===== config.mk =====
export PLATFORM = sky130hd
export DESIGN_NAME = sysex_reset_classifier
export DESIGN_NICKNAME = d
export VERILOG_FILES = /design/src/design/srcl_pkg.sv /design/src/design/sysex_reset_classifier.sv /design/src/design/srcl_matcher.sv
export SDC_FILE = /design/constraint.sdc
export NUM_CORES = 1
export LEC_CHECK = 0
export BUFFER_PORTS_ARGS = -buffer_cell sky130_fd_sc_hd__clkbuf_2
export CAP_MARGIN = 10
export CORE_AREA = 3 3 92 50
export CTS_BUF_LIST = sky130_fd_sc_hd__clkbuf_2
export CTS_CLUSTER_SIZE = 40
export DETAILED_ROUTE_END_ITERATION = 6
export DIE_AREA = 0 0 95 53
export PLACE_DENSITY = 0.92
export REMOVE_ABC_BUFFERS = 1
export SYNTH_ARGS = -nofsm -noshare
export SYNTH_HDL_FRONTEND = slang
export SYNTH_HIERARCHICAL = 1
export SYNTH_SLANG_ARGS = --single-unit

===== constraint.sdc =====
create_clock -name i_clk -period 2.7 [get_ports i_clk]
set_input_delay 0.54 -clock i_clk [delete_from_list [all_inputs] [get_ports i_clk]]
set_output_delay 0.54 -clock i_clk [all_outputs]
set_load 0.01 [all_outputs]

===== src/design/srcl_pkg.sv =====
package srcl_pkg;

    // Byte position saturates here; a message this long matches nothing.
    localparam logic [3:0] POS_MAX = 4'd11;

    // Pattern bytes.
    localparam logic [7:0] BYTE_SOX       = 8'hf0;
    localparam logic [7:0] BYTE_EOX       = 8'hf7;
    localparam logic [7:0] BYTE_UNIV      = 8'h7e;
    localparam logic [7:0] BYTE_GEN_SUBID = 8'h09;
    localparam logic [7:0] BYTE_SUB_L1    = 8'h01;
    localparam logic [7:0] BYTE_SUB_L2    = 8'h03;
    localparam logic [7:0] BYTE_A_ID      = 8'h41;
    localparam logic [7:0] BYTE_A_DEV_MAX = 8'h1f;
    localparam logic [7:0] BYTE_A_MODEL   = 8'h42;
    localparam logic [7:0] BYTE_A_CMD     = 8'h12;
    localparam logic [7:0] BYTE_A_RST_HI  = 8'h40;
    localparam logic [7:0] BYTE_ZERO      = 8'h00;
    localparam logic [7:0] BYTE_7F        = 8'h7f;
    localparam logic [7:0] BYTE_A_MODE_MX = 8'h01;
    localparam logic [7:0] BYTE_B_ID      = 8'h43;
    localparam logic [3:0] NIB_B_DEV      = 4'h1;
    localparam logic [7:0] BYTE_B_MODEL   = 8'h4c;

    typedef enum logic [2:0] {
        KIND_NONE     = 3'd0,
        KIND_GEN_L1   = 3'd1,
        KIND_GEN_L2   = 3'd2,
        KIND_VENDOR_A = 3'd3,
        KIND_VENDOR_B = 3'd4
    } t_kind;

    // One byte handed from the input register to the matcher.
    typedef struct packed {
        logic       valid;
        logic       last;
        logic [7:0] data;
    } t_step;

    // Classification for a final byte, valid in the same cycle as the step.
    typedef struct packed {
        logic  valid;
        t_kind kind;
    } t_result;

endpackage


===== src/design/sysex_reset_classifier.sv =====
// Classifies a MIDI system-exclusive message fed one byte per word on the slave
// stream, with tlast on the final byte, and returns exactly one word on the master
// stream per message: 0 none, 1 general reset level 1, 2 general reset level 2,
// 3 vendor-A reset or system mode (checksum checked), 4 vendor-B reset. A byte is
// accepted every cycle unless a final byte is stalled; the classification travels
// from the input register through a single matching stage into the output
// register (the result register). While a result waits unread, non-final bytes
// of the next message still flow, and a final byte waits in the input register
// until the result is taken.
module sysex_reset_classifier (
    input  logic       i_clk,
    input  logic       i_rst_n,
    input  logic       s_axis_tvalid,
    output logic       s_axis_tready,
    input  logic [7:0] s_axis_tdata,   // [7:0] data_byte
    input  logic       s_axis_tlast,   // last_byte
    output logic       m_axis_tvalid,
    input  logic       m_axis_tready,
    output logic [7:0] m_axis_tdata    // [2:0] reset_kind, [7:3] zero
);

    logic            r_in_valid;
    logic            r_in_last;
    logic [7:0]      r_in_data;
    logic            n_in_valid;
    logic            r_out_valid;
    srcl_pkg::t_kind r_out_kind;
    logic            n_out_valid;
    logic            stall;
    logic            advance;
    srcl_pkg::t_step   step;
    srcl_pkg::t_result result;

    // A final byte can only move on when the output register is free.
    assign stall         = r_in_valid && r_in_last && r_out_valid && !m_axis_tready;
    assign advance       = r_in_valid && !stall;
    assign s_axis_tready = !stall;

    assign step.valid = advance;
    assign step.last  = r_in_last;
    assign step.data  = r_in_data;

    srcl_matcher u_matcher (
        .i_clk    (i_clk),
        .i_rst_n  (i_rst_n),
        .i_step   (step),
        .o_result (result)
    );

    always_comb begin
        n_in_valid = r_in_valid;
        if (s_axis_tready) begin
            n_in_valid = s_axis_tvalid;
        end
        n_out_valid = r_out_valid;
        if (result.valid) begin
            n_out_valid = 1'b1;
        end else if (m_axis_tready) begin
            n_out_valid = 1'b0;
        end
    end

    always_ff @(posedge i_clk) begin
        if (!i_rst_n) begin
            r_in_valid  <= 1'b0;
            r_out_valid <= 1'b0;
        end else begin
            r_in_valid  <= n_in_valid;
            r_out_valid <= n_out_valid;
        end
    end

    always_ff @(posedge i_clk) begin
        if (s_axis_tready && s_axis_tvalid) begin
            r_in_data <= s_axis_tdata;
            r_in_last <= s_axis_tlast;
        end
        if (result.valid) begin
            r_out_kind <= result.kind;
        end
    end

    assign m_axis_tvalid = r_out_valid;
    assign m_axis_tdata  = {5'd0, r_out_kind};

endmodule


===== src/design/srcl_matcher.sv =====
module srcl_matcher (
    input  logic             i_clk,
    input  logic             i_rst_n,
    input  srcl_pkg::t_step  i_step,
    output srcl_pkg::t_result o_result
);

    logic [3:0] r_pos;
    logic [6:0] r_sum;
    logic       r_um;
    logic [1:0] r_sub;
    logic       r_am;
    logic       r_ar;
    logic       r_amd;
    logic       r_bm;

    logic [3:0] n_pos;
    logic [6:0] n_sum;
    logic       n_um;
    logic [1:0] n_sub;
    logic       n_am;
    logic       n_ar;
    logic       n_amd;
    logic       n_bm;

    // Flags after checking the current byte.
    logic [6:0] m_sum;
    logic       m_um;
    logic [1:0] m_sub;
    logic       m_am;
    logic       m_ar;
    logic       m_amd;
    logic       m_bm;
    logic [7:0] b;
    logic [6:0] cs_expect;
    srcl_pkg::t_kind kind;

    always_comb begin
        b         = i_step.data;
        cs_expect = 7'd0 - r_sum;
        m_sum     = r_sum;
        m_um      = r_um;
        m_sub     = r_sub;
        m_am      = r_am;
        m_ar      = r_ar;
        m_amd     = r_amd;
        m_bm      = r_bm;

        case (r_pos)
            4'd0: begin
                m_um = r_um && (b == srcl_pkg::BYTE_SOX);
                m_am = r_am && (b == srcl_pkg::BYTE_SOX);
                m_bm = r_bm && (b == srcl_pkg::BYTE_SOX);
            end
            4'd1: begin
                m_um = r_um && (b == srcl_pkg::BYTE_UNIV);
                m_am = r_am && (b == srcl_pkg::BYTE_A_ID);
                m_bm = r_bm && (b == srcl_pkg::BYTE_B_ID);
            end
            4'd2: begin
                m_am = r_am && (b <= srcl_pkg::BYTE_A_DEV_MAX);
                m_bm = r_bm && (b[7:4] == srcl_pkg::NIB_B_DEV);
            end
            4'd3: begin
                m_um = r_um && (b == srcl_pkg::BYTE_GEN_SUBID);
                m_am = r_am && (b == srcl_pkg::BYTE_A_MODEL);
                m_bm = r_bm && (b == srcl_pkg::BYTE_B_MODEL);
            end
            4'd4: begin
                if (b == srcl_pkg::BYTE_SUB_L1) begin
                    m_sub = 2'd1;
                end else if (b == srcl_pkg::BYTE_SUB_L2) begin
                    m_sub = 2'd2;
                end else begin
                    m_sub = 2'd0;
                end
                m_am = r_am && (b == srcl_pkg::BYTE_A_CMD);
                m_bm = r_bm && (b == srcl_pkg::BYTE_ZERO);
            end
            4'd5: begin
                m_um  = r_um && (b == srcl_pkg::BYTE_EOX);
                m_ar  = r_ar && (b == srcl_pkg::BYTE_A_RST_HI);
                m_amd = r_amd && (b == srcl_pkg::BYTE_ZERO);
                m_bm  = r_bm && (b == srcl_pkg::BYTE_ZERO);
                m_sum = r_sum + b[6:0];
            end
            4'd6: begin
                m_ar  = r_ar && (b == srcl_pkg::BYTE_ZERO);
                m_amd = r_amd && (b == srcl_pkg::BYTE_ZERO);
                m_bm  = r_bm && (b == srcl_pkg::BYTE_UNIV);
                m_sum = r_sum + b[6:0];
            end
            4'd7: begin
                m_ar  = r_ar && (b == srcl_pkg::BYTE_7F);
                m_amd = r_amd && (b == srcl_pkg::BYTE_7F);
                m_bm  = r_bm && (b == srcl_pkg::BYTE_ZERO);
                m_sum = r_sum + b[6:0];
            end
            4'd8: begin
                m_ar  = r_ar && (b == srcl_pkg::BYTE_ZERO);
                m_amd = r_amd && (b <= srcl_pkg::BYTE_A_MODE_MX);
                m_bm  = r_bm && (b == srcl_pkg::BYTE_EOX);
                m_sum = r_sum + b[6:0];
            end
            4'd9: begin
                // The checksum byte must have its top bit clear.
                m_am = r_am && (b == {1'b0, cs_expect});
            end
            4'd10: begin
                m_am = r_am && (b == srcl_pkg::BYTE_EOX);
            end
            default: begin
            end
        endcase

        kind = srcl_pkg::KIND_NONE;
        if ((r_pos == 4'd5) && m_um && (m_sub != 2'd0)) begin
            kind = srcl_pkg::t_kind'({1'b0, m_sub});
        end else if ((r_pos == 4'd10) && m_am && (m_ar || m_amd)) begin
            kind = srcl_pkg::KIND_VENDOR_A;
        end else if ((r_pos == 4'd8) && m_bm) begin
            kind = srcl_pkg::KIND_VENDOR_B;
        end

        n_pos = r_pos;
        n_sum = r_sum;
        n_um  = r_um;
        n_sub = r_sub;
        n_am  = r_am;
        n_ar  = r_ar;
        n_amd = r_amd;
        n_bm  = r_bm;
        if (i_step.valid) begin
            if (i_step.last) begin
                n_pos = 4'd0;
                n_sum = 7'd0;
                n_um  = 1'b1;
                n_sub = 2'd0;
                n_am  = 1'b1;
                n_ar  = 1'b1;
                n_amd = 1'b1;
                n_bm  = 1'b1;
            end else begin
                n_pos = (r_pos < srcl_pkg::POS_MAX) ? r_pos + 4'd1 : srcl_pkg::POS_MAX;
                n_sum = m_sum;
                n_um  = m_um;
                n_sub = m_sub;
                n_am  = m_am;
                n_ar  = m_ar;
                n_amd = m_amd;
                n_bm  = m_bm;
            end
        end
    end

    always_ff @(posedge i_clk) begin
        if (!i_rst_n) begin
            r_pos <= 4'd0;
            r_sum <= 7'd0;
            r_um  <= 1'b1;
            r_sub <= 2'd0;
            r_am  <= 1'b1;
            r_ar  <= 1'b1;
            r_amd <= 1'b1;
            r_bm  <= 1'b1;
        end else begin
            r_pos <= n_pos;
            r_sum <= n_sum;
            r_um  <= n_um;
            r_sub <= n_sub;
            r_am  <= n_am;
            r_ar  <= n_ar;
            r_amd <= n_amd;
            r_bm  <= n_bm;
        end
    end

    assign o_result.valid = i_step.valid && i_step.last;
    assign o_result.kind  = kind;

    a_pos_clears_after_last: assert property (@(posedge i_clk) disable iff (!i_rst_n)
        (i_step.valid && i_step.last) |=> (r_pos == 4'd0) && (r_sum == 7'd0))
        else $error("position or checksum not cleared after final byte");

    a_pos_saturates: assert property (@(posedge i_clk) disable iff (!i_rst_n)
        r_pos <= srcl_pkg::POS_MAX)
        else $error("byte position beyond saturation");

    a_kind_only_at_pattern_length: assert property (@(posedge i_clk) disable iff (!i_rst_n)
        (o_result.valid && (o_result.kind != srcl_pkg::KIND_NONE)) |->
        ((r_pos == 4'd5) || (r_pos == 4'd8) || (r_pos == 4'd10)))
        else $error("classification at a length no pattern has");

    a_idle_holds_state: assert property (@(posedge i_clk) disable iff (!i_rst_n)
        !i_step.valid |=> $stable(r_pos) && $stable(r_sum))
        else $error("matcher state moved without a byte");

endmodule

==> results of run 1 <==
-- metrics by stage --
step | std cells | total power [mW] | area, um^2
5_1_grt | 348 | 1.03 | 2560
3_3_place_gp | 340 | 0.659 | 2500
6_report | 348 | 0.986 | 2560
4_1_cts | 348 | 0.982 | 2560
2_1_floorplan | 256 | 0.616 | 2250
3_5_place_dp | 340 | 0.665 | 2500
-- cells in the mapped netlist, types with 5 or more instances --
master / count
a21oi_1: 10
a31oi_1: 5
and2_1: 8
buf_4: 5
clkbuf_1: 13
dfxtp_1: 20
edfxtp_1: 12
ha_1: 11
inv_1: 15
nand2_1: 17
nand3_1: 10
nor2_1: 13
nor2b_1: 14
nor3_1: 8
nor3b_1: 5
nor4_1: 7
o21ai_0: 12
xor2_1: 5
-- cell families after synthesis --
| group | after synthesis |
|---|---|
| compound gates | 75 |
| xor+xnor | 7 |
| fa+ha+maj | 12 |
| buf+inv | 36 |
| flops | 32 |
| mux | 2 |
| other cells | 1 |
| simple gates | 108 |
-- worst max path at each step --
stage	startpoint	endpoint	slack, ns	depth (start not counted)
after CTS	u_matcher/r_pos[0]	r_out_kind[0]	0.17	8
after detailed placement	u_matcher/r_pos[0]	r_out_kind[0]	0.20	8
after global placement	r_in_data[5]	r_out_kind[0]	0.36	6
after global routing	u_matcher/r_pos[0]	r_out_kind[0]	0.05	8
after floorplan	r_in_data[5]	r_out_kind[0]	0.45	6
final	u_matcher/r_pos[0]	r_out_kind[0]	0.04	8
-- power by group through the flow --
| stage | clock network [mW] | registers (mW) | logic (mW) |
|---|---|---|---|
| CTS | 0.327 | 0.540 | 0.116 |
| detailed placement | 0 | 0.550 | 0.115 |
| global route | 0.352 | 0.543 | 0.130 |
| global placement | 0 | 0.549 | 0.109 |
| finish | 0.325 | 0.541 | 0.119 |
| floorplan | 0 | 0.547 | 0.0698 |
-- sequential cells by signal (all words and copies together) (netlist names), 2 cells and up --
signal           flops
u_matcher/r_sum      7
r_out_kind           3
u_matcher/r_sub      2
r_in_data            8
u_matcher/r_pos      4
-- critical path: cells and delay by family (launching register included) --
kind            cells  cell delay, ns
compound gates      4            1.18
xor+xnor            1            0.18
fa+ha+maj           1            0.32
buf+inv             1            0.11
flops               1            0.46
mux                 1            0.30
-- repair_timing --
item | 4_1_cts | 5_1_grt
setup endpoints to repair | 0 | 2
gates resized for setup | 0 | 1
setup buffers | 0 | 0
-- layer usage --
| metal | up-vias | track usage [%] | wire (um) |
|---|---|---|---|
| li1 | 1048 | - | - |
| met1 | 1030 | 32.8 | 2670 |
| met2 | 176 | 41.3 | 2610 |
| met3 | 47 | 6.11 | 678 |
| met4 | 0 | 14.6 | 292 |
| met5 | - | 0 | 0 |
-- final cells by class --
class	instances	area, um^2	area share (%)
flip-flops and latches	32	761	29.7
clock inverters	3	37.5	1.46
inverters	15	56.3	2.20
well taps	54	67.6	2.63
clock buffers	5	25.0	0.976
multi-input cells	209	1440	56.0
repair buffers	30	183	7.12
==> metrics.md, run 1 <==
| Metric | Value |
|---|---|
| Outcome | `finished, final reports clean` |
| Clock sinks | `32` |
| Peak VDD IR | `0.292 mV` |
| # setup viols final | `0` |
| Fraction of synthesized cell area in xor and xnor cells | `2.62%` |
| Flop pwr share | `54.9%` |
| Die height | `53 um` |
| Fin. Hold Viols | `0` |
| Num CTS Buffers | `5` |
| Post-route DRC | `0` |
| Crit-path max cell delay | `0.64 ns` |
| Worst Setup Start Kind | `flop` |
| Cells on worst reg2reg path | `8` |
| Die ar. | `0.00504 mm^2` |
| GRT overflow | `0` |
| Internal power | `0.718 mW` |
| WL final | `6250 um` |
| Setup tns final | `0 ns` |
| Synthesized cell area | `0.00234 mm^2` |
| Die W | `95 um` |
| Yosys reg bits | `32` |
| Layout cell share with drive strength beyond 1 | `13.6%` |
| Final worst slack | `0.0431 ns` |
| Sequential-to-total area share from yosys stat | `32.5%` |
| CP required | `2.96 ns` |
| Worst r2r dst | `r_out_kind[0]` |
| Period utilization | `98.4%` |
| Cell Chain, Critical Path | `inv_1 -> ha_1 -> mux2i_1 -> o21ai_0 -> xor2_1 -> a2111oi_1 -> a31oi_1 -> o21ai_1` |
| Fin util | `66.4%` |
| Root buf cell | `clkbuf_2` |
| Fin. max-slew vios | `0` |
| EDFF count, synth | `12` |
| Commonest cells after routing, fill and taps aside | `clkbuf_2, dfxtp_1, nand2_1, inv_1, nor2b_1` |
| Initial Utilization | `60.7%` |
| Power Density | `384 mW/mm^2` |
| Post-synth ARST share | `0%` |
| WHS | `0.304 ns` |
| FMAX | `0.376 GHz` |
| Sw Ratio | `27.2%` |
| Reg2Reg Setup Slack | `0.04 ns` |
| IO Pins | `23` |
| Synth top area share | `17.1%` |
| Largest family of logic cells by synthesized area | `simple AND/OR/NAND/NOR gates` |
| Max-cap viol count | `0` |
| GP Congestion | `0.982` |
| Clk pin slew, worst setup/hold paths | `0.17 ns` |
| Port Buffers | `17` |
| CTS tree | `done` |
| Critical path arrival | `2.92 ns` |
| Fill count | `304` |
| Mux share of post-synthesis cell area | `0.854%` |
| Hold Path Cell Cnt | `1` |
| Most common cell after layout, fill and taps aside | `clkbuf_2` |
| Synth Area in Compound Gates | `22.7%` |
| Top FF cell, synth | `dfxtp_1` |
| Yosys top cell by area | `dfxtp_1` |
| N_diodes | `0` |
| Max FO, Critical Path | `10` |
| Initial antenna violation count | `0` |
| Core Area | `0.00386 mm^2` |
| Hold Crit Class | `in2reg` |
| Vias/cell | `6.61` |
| Reg-to-reg critical path startpoint | `u_matcher/r_pos[0]` |
| Logic gate share of total power | `12.1%` |
| Slew margin rel. | `56.9%` |
| Row Count | `16` |
| Final nets | `318` |
| Max Buffers Root-to-Sink | `2` |
| Post-Syn Area per Cell | `8.58 um^2` |
| Clock Skews | `0.0110 ns` |
| LEAKAGE | `1.01 nW` |
| Synth cell types | `63` |
| CP endpoint kind | `flop` |
| Hold path startpoint | `s_axis_tdata[4]` |
| Dpl ws | `0.196 ns` |
| Clk pwr share | `33.0%` |
| Mapped Cells | `273` |
| Routed wire length per instance | `18.0 um` |
| RSZ-0062 raised after global routing | `no` |
| Clock latency on the worst-skew pair | `0.40 ns` |
| DR pass1 iterations | `6` |
| Fin crit period | `2.66 ns` |
| Adder-cell share of the synthesized area | `6.73%` |
| Top cells by area, synth | `dfxtp_1, edfxtp_1, ha_1` |
| H-tree depth | `2` |
| Area Growth Syn to Fin | `9.45%` |
| Yosys Warn Count | `6` |
| Slowest-stage cell, CP | `a2111oi_1` |
| Hold Buf Count CTS | `0` |
| Worst Hold Path EP | `r_in_data[4]` |
| Synth Area in Simple Gates | `27.4%` |
| GRT Resource Usage Total | `26.0%` |
| Vias | `2301` |
| ANT nets after route | `0` |
| Psw | `0.269 mW` |
| First-pass GRT wire length | `9930 um` |
| Vias in the first global route | `2065` |
| Worst-margin pin slew | `0.646 ns` |
| Worst setup path class | `reg2reg` |
| Largest net degree at the start of global routing | `20` |
| First-iteration detailed-routing DRC count | `334` |
| DP Wirelength | `4520 um` |
No activity file was read; power rests on OpenSTA's default activity.
==> run 2, diff against run 1 <==
Settings changed: CORE_AREA 3 3 92 50 to 3 3 64 72, DIE_AREA 0 0 95 53 to 0 0 67 75, PLACE_DENSITY 0.92 to 0.9, SKIP_LAST_GASP set to 1.
==> run 2 against run 1 <==
Critical path depth unchanged. Cell count fell by 1.4%. Non-clock buffer count down 3. Highest routed layer unchanged. Clock power grew 6.8%. Sequential share of layout area grew 0.20 points. Largest cell class unchanged.
==> metrics.md, run 2 (synthesis results as in run 1) <==
| Metric | Value |
|---|---|
| Outcome | `finished, final reports clean` |
| GRT overflow | `0` |
| Power Density | `393 mW/mm^2` |
| First-pass GRT wire length | `9470 um` |
| Post-CTS sizing | `0` |
| Critical path arrival | `2.71 ns` |
| Sequential cell area | `761 um^2` |
| Max FO, Critical Path | `10` |
| Num CTS Buffers | `5` |
| Logic gate share of total power | `11.5%` |
| Reg-to-reg critical path startpoint | `u_matcher/r_pos[0]` |
| Most common cell after layout, fill and taps aside | `clkbuf_2` |
| Clock latency on the worst-skew pair | `0.39 ns` |
| Largest net degree at the start of global routing | `20` |
| Slew margin rel. | `61.8%` |
| Final nets | `315` |
| Reg2Reg Setup Slack | `0.24 ns` |
| Initial Utilization | `59.1%` |
| Worst Hold Path EP | `r_in_data[2]` |
| Total power | `1.00 mW` |
| Cells on worst reg2reg path | `8` |
| Largest registers | `r_in_data (8), u_matcher/r_sum (7), u_matcher/r_pos (4)` |
| Fin crit period | `2.46 ns` |
| DR pass1 iterations | `5` |
| DP Wirelength | `4210 um` |
| Fill count | `354` |
| Most flops, register | `r_in_data` |
| Sw Ratio | `27.5%` |
| GP Congestion | `1.03` |
| Worst r2r dst | `r_out_kind[0]` |
| First-iteration detailed-routing DRC count | `199` |
| Worst-margin pin slew | `0.558 ns` |
| Die ar. | `0.00503 mm^2` |
| N_diodes | `0` |
| Post-route DRC | `0` |
| LEAKAGE | `0.998 nW` |
| Area Growth Syn to Fin | `8.70%` |
| WHS | `0.309 ns` |
| Commonest cells after routing, fill and taps aside | `clkbuf_2, dfxtp_1, nand2_1, inv_1, nor2b_1` |
| Period utilization | `91.2%` |
| CP endpoint kind | `flop` |
| Hold Buf Count CTS | `0` |
| Clock sinks | `32` |
| Peak VDD IR | `0.306 mV` |
| Initial antenna violation count | `0` |
| Hold Path Cell Cnt | `1` |
| Hold Crit Class | `in2reg` |
| FMAX | `0.406 GHz` |
| WL final | `5670 um` |
| H-tree depth | `2` |
| Setup Buffers After CTS | `0` |
| Flop pwr share | `53.9%` |
| Port Buffers | `17` |
| Hold path startpoint | `s_axis_tdata[2]` |
| Clk pwr share | `34.6%` |
| Vias | `2189` |
| Fin. max-slew vios | `0` |
| Max Buffers Root-to-Sink | `2` |
| Worst setup path class | `reg2reg` |
| Core Area | `0.00396 mm^2` |
| ANT nets after route | `0` |
| Max reg flops | `8` |
| CP required | `2.94 ns` |
| Clk pin slew, worst setup/hold paths | `0.19 ns` |
| Root buf cell | `clkbuf_2` |
| Fin. Hold Viols | `0` |
| Max-cap viol count | `0` |
| GRT Resource Usage Total | `24.5%` |
| Die height | `75 um` |
| RSZ-0062 raised after global routing | `no` |
| Vias/cell | `6.38` |
| Layout cell share with drive strength beyond 1 | `13.4%` |
| Row Count | `24` |
| Die W | `67 um` |
| Setup tns final | `0 ns` |
| Clock Skews | `0.0215 ns` |
| Vias in the first global route | `2005` |
| Area of the multi-input gates | `0.00143 mm^2` |
| Routed wire length per instance | `16.5 um` |
| CTS tree | `done` |
| Psw | `0.275 mW` |
| IO Pins | `23` |
| # setup viols final | `0` |
| Internal power | `0.726 mW` |
| Worst Setup Start Kind | `flop` |
run 2: cell count changes in the layout (fill, tap and decap cells not counted):
cell / change
clkinv_1: -2
inv_6: +1
a2111oi_1: -1
a2111oi_0: +1
clkinvlp_4: +1
buf_4: -3
run 2: how the worst max path moves through the flow:
| stage | startpoint | to | slack [ns] | cells past startpoint |
|---|---|---|---|---|
| detailed placement | r_in_data[5] | r_out_kind[1] | 0.30 | 6 |
| floorplan | r_in_data[5] | r_out_kind[0] | 0.45 | 6 |
| global placement | r_in_data[5] | r_out_kind[1] | 0.38 | 6 |
| global route | u_matcher/r_pos[0] | r_out_kind[1] | 0.02 | 8 |
| CTS | r_in_data[5] | r_out_kind[0] | 0.26 | 6 |
| finish | u_matcher/r_pos[0] | r_out_kind[0] | 0.24 | 8 |
run 2: through the flow:
stage	std cells	instance area (um^2)	utilization, %	worst slack (ns)
after floorplan	256	2250	-	0.455
after global placement	335	2480	62.5	0.383
after detailed placement	335	2480	62.5	0.301
after CTS	343	2550	64.3	0.261
after global routing	343	2550	64.3	0.0157
final	343	2550	64.3	0.238
run 2: worst max-delay path, cell delays in order, from the launching register on:
cell,delay (ns)
dfxtp_1,0.47
inv_1,0.10
ha_1,0.33
mux2i_1,0.23
o21ai_0,0.13
xor2_1,0.15
a2111oi_0,0.55
a31oi_1,0.21
o21ai_1,0.15
run 2: final cells by class:
cell class,count,share of cell area (%)
multi-input cells,209,56.3
flip-flops and latches,32,29.9
repair buffers,27,6.29
well taps,52,2.55
inverters,15,2.21
clock inverters,3,1.82
clock buffers,5,0.982
run 2: routing by layer:
layer  share of wire [%]  global-route usage [%]  routed length [um]
met2                  48                    40.5                2750
met3                 7.3                    5.52                 411
met4                 2.9                    9.91                 164
met5                   0                       0                   0
met1                  41                    30.9                2340
run 2: power groups by stage:
stage	Clock, mW	Sequential (mW)	Combinational [mW]
after floorplan	0	0.547	0.0698
after global placement	0	0.548	0.111
after detailed placement	0	0.549	0.114
after CTS	0.357	0.539	0.114
after global routing	0.373	0.542	0.128
final	0.347	0.539	0.115
==> run 3, diff against run 2 <==
Settings changed: CTS_BUF_LIST sky130_fd_sc_hd__clkbuf_2 to sky130_fd_sc_hd__clkbuf_4, CTS_CLUSTER_SIZE 40 to 8, SLEW_MARGIN set to 10.
==> run 3 against run 2 <==
Via count up 1.1%. Wire length up 0.16%. First-iteration DRC count shrank 18%. Non-clock buffer count did not move. Combinational power about the same. Setup slack lost 0.0086 ns. Utilization increased by 0.32 points. Sequential share of layout area is 0.15 points lower. Cell area up 0.49%. Critical endpoint unchanged.
==> metrics.md, run 3 (synthesis results as in run 1) <==
| Metric | Value |
|---|---|
| Outcome | `finished, final reports clean` |
| Worst Hold Path EP | `r_in_data[4]` |
| Gr busiest metal | `met2` |
| Post-CTS sizing | `0` |
| Crit-path max cell delay | `0.56 ns` |
| GRT overflow | `0` |
| H-tree depth | `2` |
| Period utilization | `91.5%` |
| LEAKAGE | `1.00 nW` |
| Setup tns final | `0 ns` |
| Num CTS Buffers | `5` |
| Met2 Use GR | `40.4%` |
| CP endpoint kind | `flop` |
| Clock latency on the worst-skew pair | `0.34 ns` |
| CP required | `2.88 ns` |
| Clock sinks | `32` |
| Hold Crit Class | `in2reg` |
| Die height | `75 um` |
| Max reg flops | `8` |
| Post-DP Area | `0.00248 mm^2` |
| DP Wirelength | `4210 um` |
| Max-cap viol count | `0` |
| RSZ-0062 raised after global routing | `no` |
| Vias | `2214` |
| Routed wire length per instance | `16.5 um` |
| Cells on worst reg2reg path | `8` |
| N_diodes | `0` |
| DR pass1 iterations | `4` |
| Clk pin slew, worst setup/hold paths | `0.11 ns` |
| Max FO, Critical Path | `10` |
| Port Buffers | `17` |
| Fin crit period | `2.47 ns` |
| Fill count | `352` |
| Slew margin rel. | `59.9%` |
| Fin. Hold Viols | `0` |
| Post-route DRC | `0` |
| Worst setup path class | `reg2reg` |
| Largest net degree at the start of global routing | `20` |
| Cell Chain, Critical Path | `inv_1 -> ha_1 -> mux2i_1 -> o21ai_0 -> xor2_1 -> a2111oi_0 -> a31oi_1 -> o21ai_1` |
| CTS tree | `done` |
| Initial antenna violation count | `0` |
| GP Congestion | `1.03` |
| First-iteration detailed-routing DRC count | `164` |
| CP top delay family | `compound AO/OA/AOI/OAI gates` |
| Commonest cells after routing, fill and taps aside | `dfxtp_1, clkbuf_2, nand2_1, inv_1, nor2b_1` |
| Clock Skews | `0.0153 ns` |
| Hold Path Cell Cnt | `1` |
| Final nets | `315` |
| Most common cell after layout, fill and taps aside | `dfxtp_1` |
| Die W | `67 um` |
| Root buf cell | `clkbuf_4` |
| Vias/cell | `6.45` |
| Max Buffers Root-to-Sink | `2` |
| ANT nets after route | `0` |
| Layout cell share with drive strength beyond 1 | `13.4%` |
| WL final | `5670 um` |
| Most flops, register | `r_in_data` |
| CP Launch Point | `u_matcher/r_pos[0]` |
| Setup Buffers After CTS | `0` |
| Worst r2r dst | `r_out_kind[0]` |
| IO Pins | `23` |
| Worst-margin pin slew | `0.586 ns` |
| Initial Utilization | `59.1%` |
| First-pass GRT wire length | `9460 um` |
| Die ar. | `0.00503 mm^2` |
| Final instance area | `0.00256 mm^2` |
| Slowest-stage cell, CP | `a2111oi_0` |
| GRT met3 Usage | `5.37%` |
| Number of buffers and inverters on the critical path | `1` |
| GRT Resource Usage Total | `24.4%` |
| Hold Buf Count CTS | `0` |
| WP depth | `8` |
| Met1 Usage GRT | `30.7%` |
| Worst Setup Start Kind | `flop` |
| Critical path arrival | `2.65 ns` |
| Fin. max-slew vios | `0` |
| Vias in the first global route | `2016` |
| Peak VDD IR | `0.307 mV` |
| Power Density | `406 mW/mm^2` |
| Core Area | `0.00396 mm^2` |
| Hold path startpoint | `s_axis_tdata[4]` |
| Reg2Reg Setup Slack | `0.23 ns` |
| Row Count | `24` |
| FMAX | `0.405 GHz` |
| Largest registers | `r_in_data (8), u_matcher/r_sum (7), u_matcher/r_pos (4)` |
| # setup viols final | `0` |
| Area Growth Syn to Fin | `9.24%` |
| Reg-to-reg critical path startpoint | `u_matcher/r_pos[0]` |
-- run 3: worst max path at each step --
stage	to
final	r_out_kind[0]
after global routing	r_out_kind[1]
after CTS	r_out_kind[1]
after detailed placement	r_out_kind[1]
after global placement	r_out_kind[1]
after floorplan	r_out_kind[0]
-- run 3: per-stage QoR --
step / utilization (%) / hold WS, ns / cells / setup WS, ns / total power [mW]
6_report: 64.6 / 0.376 / 343 / 0.229 / 1.04
5_1_grt: 64.6 / 0.347 / 343 / 0.0330 / 1.08
4_1_cts: 64.6 / 0.363 / 343 / 0.277 / 1.04
3_5_place_dp: 62.5 / 0.460 / 335 / 0.301 / 0.662
3_3_place_gp: 62.5 / 0.450 / 335 / 0.383 / 0.659
2_1_floorplan: - / 0.435 / 256 / 0.455 / 0.616
-- run 3: routing by layer --
layer / vias to the layer above / routed length, um
li1: 1043 / -
met1: 1022 / 2350
met2: 124 / 2720
met3: 25 / 425
met4: 0 / 181
met5: - / 0
-- run 3: final cells by class --
| type | instances | area (um^2) | area share [%] |
|---|---|---|---|
| inverter | 15 | 56.3 | 2.20 |
| multi-input combinational | 209 | 1430 | 56.0 |
| clock buffer | 5 | 37.5 | 1.47 |
| tap | 52 | 65.1 | 2.54 |
| sequential | 32 | 761 | 29.7 |
| clock inverter | 3 | 46.3 | 1.81 |
| timing repair buffer | 27 | 160 | 6.26 |
-- run 3: power breakdown --
part           total, mW  switching, mW  internal [mW]
registers          0.539         0.0222          0.516
clock network      0.384          0.186          0.198
logic              0.116         0.0661         0.0496
total               1.04          0.274          0.764
-- run 3: worst register-to-register path: cells and delay by family, from the launching register on --
| family | cells | cell delay, ns |
|---|---|---|
| DFF | 1 | 0.44 |
| xor gates and xnor gates | 1 | 0.15 |
| AOI/OAI and AO/OA | 4 | 1.07 |
| buffers and inverters | 1 | 0.10 |
| muxes | 1 | 0.24 |
| adders and majority gates | 1 | 0.33 |
